**config.mk**
```make
export PLATFORM = sky130hd
export DESIGN_NAME = snc_ctrl
export DESIGN_NICKNAME = d
export VERILOG_FILES = /design/src/rtl/core/snc_pkg.sv /design/src/rtl/core/snc_ctrl.sv
export VERILOG_INCLUDE_DIRS = /design/src /design/src/rtl/core
export SDC_FILE = /design/constraint.sdc
export NUM_CORES = 1
export LEC_CHECK = 0
export ABC_AREA = 1
export BUFFER_PORTS_ARGS = -buffer_cell sky130_fd_sc_hd__buf_2
export CORE_AREA = 2 2 39 41
export CTS_BUF_LIST = sky130_fd_sc_hd__clkbuf_8 sky130_fd_sc_hd__clkbuf_16
export CTS_CLUSTER_DIAMETER = 120
export DETAILED_ROUTE_END_ITERATION = 7
export DIE_AREA = 0 0 41 43
export PLACE_DENSITY = 0.53
export SLEW_MARGIN = 20
export SYNTH_ARGS = -nofsm -noshare
export SYNTH_HDL_FRONTEND = slang
export SYNTH_SLANG_ARGS = --single-unit
```
**constraint.sdc**
```tcl
create_clock -name clk_i -period 1.4 [get_ports clk_i]
set_input_delay 0.42 -clock clk_i [delete_from_list [all_inputs] [get_ports clk_i]]
set_output_delay 0.42 -clock clk_i [all_outputs]
set_load 0.02 [all_outputs]
```
**src/rtl/core/spiking_neuron_core_top_macros.svh**
```systemverilog
// Assertion macros used by the neuromorphic core controller.
`ifndef SPIKING_NEURON_CORE_TOP_MACROS_SVH
`define SPIKING_NEURON_CORE_TOP_MACROS_SVH

// Same-cycle implication, checked on the core clock outside reset.
`define SNC_ASSERT_IMP(lbl, ante, cons) \
  lbl: assert property (@(posedge clk_i) disable iff (!rst_ni) (ante) |-> (cons)) \
    else $error("snc check failed");

// Next-cycle implication, checked on the core clock outside reset.
`define SNC_ASSERT_NXT(lbl, ante, cons) \
  lbl: assert property (@(posedge clk_i) disable iff (!rst_ni) (ante) |=> (cons)) \
    else $error("snc check failed");

`endif

```
**src/rtl/core/snc_pkg.sv**
```systemverilog
// Shared types, codes and default sizes of the neuromorphic core.
package snc_pkg;

  localparam int unsigned DefAxonCount  = 256;
  localparam int unsigned DefNeuronCnt  = 256;
  localparam int unsigned DefSpikeDepth = 1024;

  // Command codes carried by the command field.
  localparam logic [2:0] CmdSpike   = 3'd0;
  localparam logic [2:0] CmdEval    = 3'd1;
  localparam logic [2:0] CmdClear   = 3'd2;
  localparam logic [2:0] CmdParam   = 3'd3;
  localparam logic [2:0] CmdSynapse = 3'd4;
  localparam logic [2:0] CmdAxType  = 3'd5;

  // Parameter select codes.
  localparam logic [3:0] SelPotential = 4'd0;
  localparam logic [3:0] SelLastByte  = 4'd8;
  localparam logic [3:0] SelDestAxon  = 4'd9;
  localparam logic [3:0] SelDestCore  = 4'd10;

  // Byte lanes of the parameter word.
  localparam int unsigned ByteReset  = 0;
  localparam int unsigned ByteWeight = 1;
  localparam int unsigned ByteLeak   = 5;
  localparam int unsigned BytePosThr = 6;
  localparam int unsigned ByteNegThr = 7;

  // Commands from controller to datapath.
  typedef struct packed {
    logic take;      // input word accepted this cycle
    logic acc_init;  // load accumulator, rewind list walk
    logic walk;      // issue one list entry
    logic finish;    // apply leak, compare, write back, emit result
  } snc_cmd_t;

  // Status from datapath to controller.
  typedef struct packed {
    logic list_empty;
    logic walk_last;
    logic neuron_ok;
    logic out_busy;
  } snc_sts_t;

endpackage

```
**src/rtl/core/snc_ctrl.sv**
```systemverilog
// Controller state machine sequencing the neuron evaluation.
`include "spiking_neuron_core_top_macros.svh"

module snc_ctrl
  import snc_pkg::*;
(
  input  logic       clk_i,
  input  logic       rst_ni,
  input  logic       in_valid_i,
  output logic       in_stall_o,
  input  logic [2:0] command_i,
  input  snc_sts_t   sts_i,
  output snc_cmd_t   cmd_o
);

  typedef enum logic [2:0] {
    S_IDLE, S_LOAD, S_WALK, S_DRAIN1, S_DRAIN2, S_FINAL
  } state_e;

  state_e state_q, state_d;
  logic   take;
  logic   fin_go;

  assign in_stall_o = (state_q != S_IDLE);
  assign take       = in_valid_i && !in_stall_o;
  assign fin_go     = (state_q == S_FINAL) && !sts_i.out_busy;

  // Decode datapath commands from state.
  always_comb begin
    cmd_o          = '0;
    cmd_o.take     = take;
    cmd_o.acc_init = (state_q == S_LOAD);
    cmd_o.walk     = (state_q == S_WALK);
    cmd_o.finish   = fin_go;
  end

  // Next state.
  always_comb begin
    state_d = state_q;
    unique case (state_q)
      S_IDLE: begin
        if (take && command_i == CmdEval) state_d = S_LOAD;
      end
      S_LOAD: begin
        if (!sts_i.neuron_ok || sts_i.list_empty) state_d = S_FINAL;
        else                                      state_d = S_WALK;
      end
      S_WALK: begin
        if (sts_i.walk_last) state_d = S_DRAIN1;
      end
      S_DRAIN1: state_d = S_DRAIN2;
      S_DRAIN2: state_d = S_FINAL;
      S_FINAL: begin
        if (fin_go) state_d = S_IDLE;
      end
      default: state_d = S_IDLE;
    endcase
  end

  // Hold state.
  always_ff @(posedge clk_i or negedge rst_ni) begin
    if (!rst_ni) begin
      state_q <= S_IDLE;
    end else begin
      state_q <= state_d;
    end
  end

  `SNC_ASSERT_IMP(a_walk_nonempty, cmd_o.walk, !sts_i.list_empty && sts_i.neuron_ok)
  `SNC_ASSERT_NXT(a_eval_loads, take && command_i == CmdEval, state_q == S_LOAD)
  `SNC_ASSERT_NXT(a_finish_idle, cmd_o.finish, state_q == S_IDLE)
  `SNC_ASSERT_IMP(a_finish_free, cmd_o.finish, !sts_i.out_busy && !cmd_o.take)

endmodule

```
==> flow_metrics.tcl <==
set metrics [dict create \
    run_status "complete, but fails checks" \
    failed_checks "setup timing" \
    cts_tree "done" \
    io-pin-count 15 \
    timing_max_transition_violations_final 0 \
    cts_buffer_depth 2 \
    synth.top_cells.by_area "sky130_fd_sc_hd__dfrtp_1 31%, sky130_fd_sc_hd__nand2_1 16%, sky130_fd_sc_hd__inv_1 12%" \
    yosysSeqAreaShare 0.311 \
    clock_sink_count 3 \
    vdd_ir_drop_max_mv 0.836 \
    timing.hold.worst_endpoint "state_q[1]" \
    largest_register_ffs 3 \
    fin_crit_ns 1.53 \
    critPathCaptureType "output pin" \
    finalHoldViolations 0 \
    net_count_after_synthesis 51 \
    cts-htree-levels 1 \
    mostFrequentLayoutCell "sky130_fd_sc_hd__buf_2" \
    route.antenna.remaining_nets 0 \
    power_density_mw_per_mm2 2230 \
    timing_worst_setup_path_type "reg -> out" \
    largest_register "state_q" \
    drive_gt1_frac 0.565 \
    whs_path_depth 4 \
    synth-xor-area-share 0 \
    number_of_synthesis_warnings 0 \
    floorplan.die.height_um 43 \
    timing.max_cap.violations 0 \
    start_util 0.175 \
    grtUsageTotal 0.0785 \
    post_synth_inst_count 41 \
    layout_top_registers "state_q x3" \
    synth_top_cell_area_share 0.311 \
    detail_route.drc_violations 0 \
    die_width_um 41 \
    post-route-period-util 1.09 \
    area_growth_pct 91.2 \
    worst_skew_pair.late_latency_ns 0.21 \
    critPathLaunchType "flip-flop" \
    synth_top_family_by_area "simple AND/OR/NAND/NOR gates" \
    detailed_place_hpwl_um 471 \
    worst-slew-pin-transition_ns 0.182 \
    rows 14 \
    synth_simple_gate_area_share 0.430 \
    post_synth_fa_ha_maj_area_fraction 0 \
    p_leak_uw 0.000257 \
    ys_seq_elements 3 \
    cts_made_buffers 3 \
    drt-initial-drc-count 1 \
    timing.final.setup_violations 5 \
    m1WireLength_um 269 \
    r2r_cells 7 \
    r2r_start "state_q[1]" \
    final.setup_skew_ns 0.000551 \
    cts.reportedPaths.clkPinSlew_ns 0.03 \
    dr_wl_met2_um 355 \
    first_pass_iters 3 \
    portion_of_netlist_area_occupied_by_mux_cells 0 \
    hold_path_startpoint "sts_i[3]" \
    coreArea_sq_mm 0.00138 \
    grt_overflow_total 0 \
    syn_area_sq_um 241 \
    detailroute.wirelength.met3_um 43 \
    avgRoutedWirePerCell_um 8.56 \
    r2r_slack_ns 0.23 \
    design.final.nets 73 \
    top_layer "met3" \
    vias_in_the_first_global_route 278 \
    first_pass_grt_wire_length_um 910 \
    synth_cell_types 12 \
    leading_cell_types_in_the_layout_fill_and_taps_excluded "10 x sky130_fd_sc_hd__buf_2, 8 x sky130_fd_sc_hd__nand2_1, 7 x sky130_fd_sc_hd__inv_1" \
    setup_repair_after_global_routing_missed_its_margin "yes" \
    fin_area_sq_um 462 \
    fin_tns_setup_ns -0.418 \
    totalWireLength_um 668 \
    cts_root_buffer "sky130_fd_sc_hd__clkbuf_8" \
    placed_cell_area_sq_um 334 \
    maxClockFrequency_mhz 654 \
    grt_start_max_net_pins 7 \
    max_slew_margin 0.878 \
    critPathRequiredTime_ns 0.98 \
    syn_avg_cell_area_sq_um 5.89 \
    worst_r2r_endpoint "state_q[0]" \
    timing.critical_path.arrival_ns 1.11 \
    die_area_sq_mm 0.00176 \
    yosys.area.top_type "sky130_fd_sc_hd__dfrtp_1" \
    setup_slack_ns -0.129 \
    compound_gate_portion_of_the_synthesized_area 0.0415 \
    worstPathMaxFanout 5 \
    diodes_inserted 0 \
    antenna_found_initial 0 \
    numPortBuffers 14 \
    detailroute.via_count 303 \
    gpl.final_weighted_congestion 0.703 \
    hold_path_class "in -> reg" \
    via_per_inst 3.88 \
]
## cell usage after synthesis
library cell / number
sky130_fd_sc_hd__nand2_1: 10
sky130_fd_sc_hd__inv_1: 8
sky130_fd_sc_hd__nor2_1: 7
sky130_fd_sc_hd__dfrtp_1: 3
sky130_fd_sc_hd__nand3_1: 3
sky130_fd_sc_hd__buf_4: 2
sky130_fd_sc_hd__inv_2: 2
sky130_fd_sc_hd__nand4_1: 2
sky130_fd_sc_hd__a21oi_1: 1
sky130_fd_sc_hd__nor2_2: 1
sky130_fd_sc_hd__nor4_1: 1
sky130_fd_sc_hd__o21ai_1: 1
## repair_timing
action	in CTS	in global routing
endpoints found under the setup margin	5	5
hold buffers	1	0
endpoints found under the hold margin	3	0
pin swaps	1	2
gates resized for setup	10	11
buffers inserted	0	2
## worst max path at each step
stage / slack (ns) / start / endpoint / depth (start not counted)
2_1_floorplan: 0.005 / state_q[0] / cmd_o[3] / 4
3_5_place_dp: 0.005 / sts_i[0] / cmd_o[0] / 3
5_1_grt: -0.17 / state_q[1] / cmd_o[0] / 2
3_3_place_gp: 0.04 / sts_i[0] / cmd_o[0] / 3
6_report: -0.13 / state_q[1] / cmd_o[0] / 2
4_1_cts: -0.13 / state_q[0] / cmd_o[0] / 3
## kinds of logic after synthesis
kind of cell	count (synthesis)
AND/OR/NAND/NOR	24
buffers and inverters	12
AO/OA/AOI/OAI	2
flip-flops	3
## critical path, stage by stage (launching register included)
cell and delay [ns]:
sky130_fd_sc_hd__dfrtp_2 0.45, sky130_fd_sc_hd__nor4_2 0.25, sky130_fd_sc_hd__buf_2 0.20
## through the flow
stage	hold slack [ns]	utilization	power [uW]	cells	setup WS, ns
6_report	0.487	0.334	1030	78	-0.129
5_1_grt	0.517	0.334	1110	78	-0.168
4_1_cts	0.487	0.301	919	76	-0.130
3_5_place_dp	0.219	0.241	608	71	0.00532
3_3_place_gp	0.219	0.241	603	71	0.0350
2_1_floorplan	0.124	-	472	41	0.00483
## per-layer routing
| metal | up-vias | GRT usage |
|---|---|---|
| met5 | - | 0 |
| met4 | 0 | 0.0600 |
| met3 | 0 | 0.0314 |
| met2 | 11 | 0.119 |
| met1 | 129 | 0.0809 |
| li1 | 163 | - |
## area by class of cell
class,count,area [sq um]
inverters,10,40.0
clock inverters,1,3.75
repair buffers,19,135
multi-input cells,26,143
flip-flops and latches,3,78.8
well taps,16,20.0
clock buffers,3,41.3
fillers,164,922
## power breakdown
| part | total (uW) | internal (uW) | switching, uW | leakage [uW] |
|---|---|---|---|---|
| Clock | 242 | 186 | 55.1 | 0.0000269 |
| Combinational | 580 | 274 | 305 | 0.000196 |
| Sequential | 208 | 134 | 74.2 | 0.0000341 |
| Total | 1030 | 595 | 435 | 0.000257 |
No activity file was read; power rests on OpenSTA's default activity.
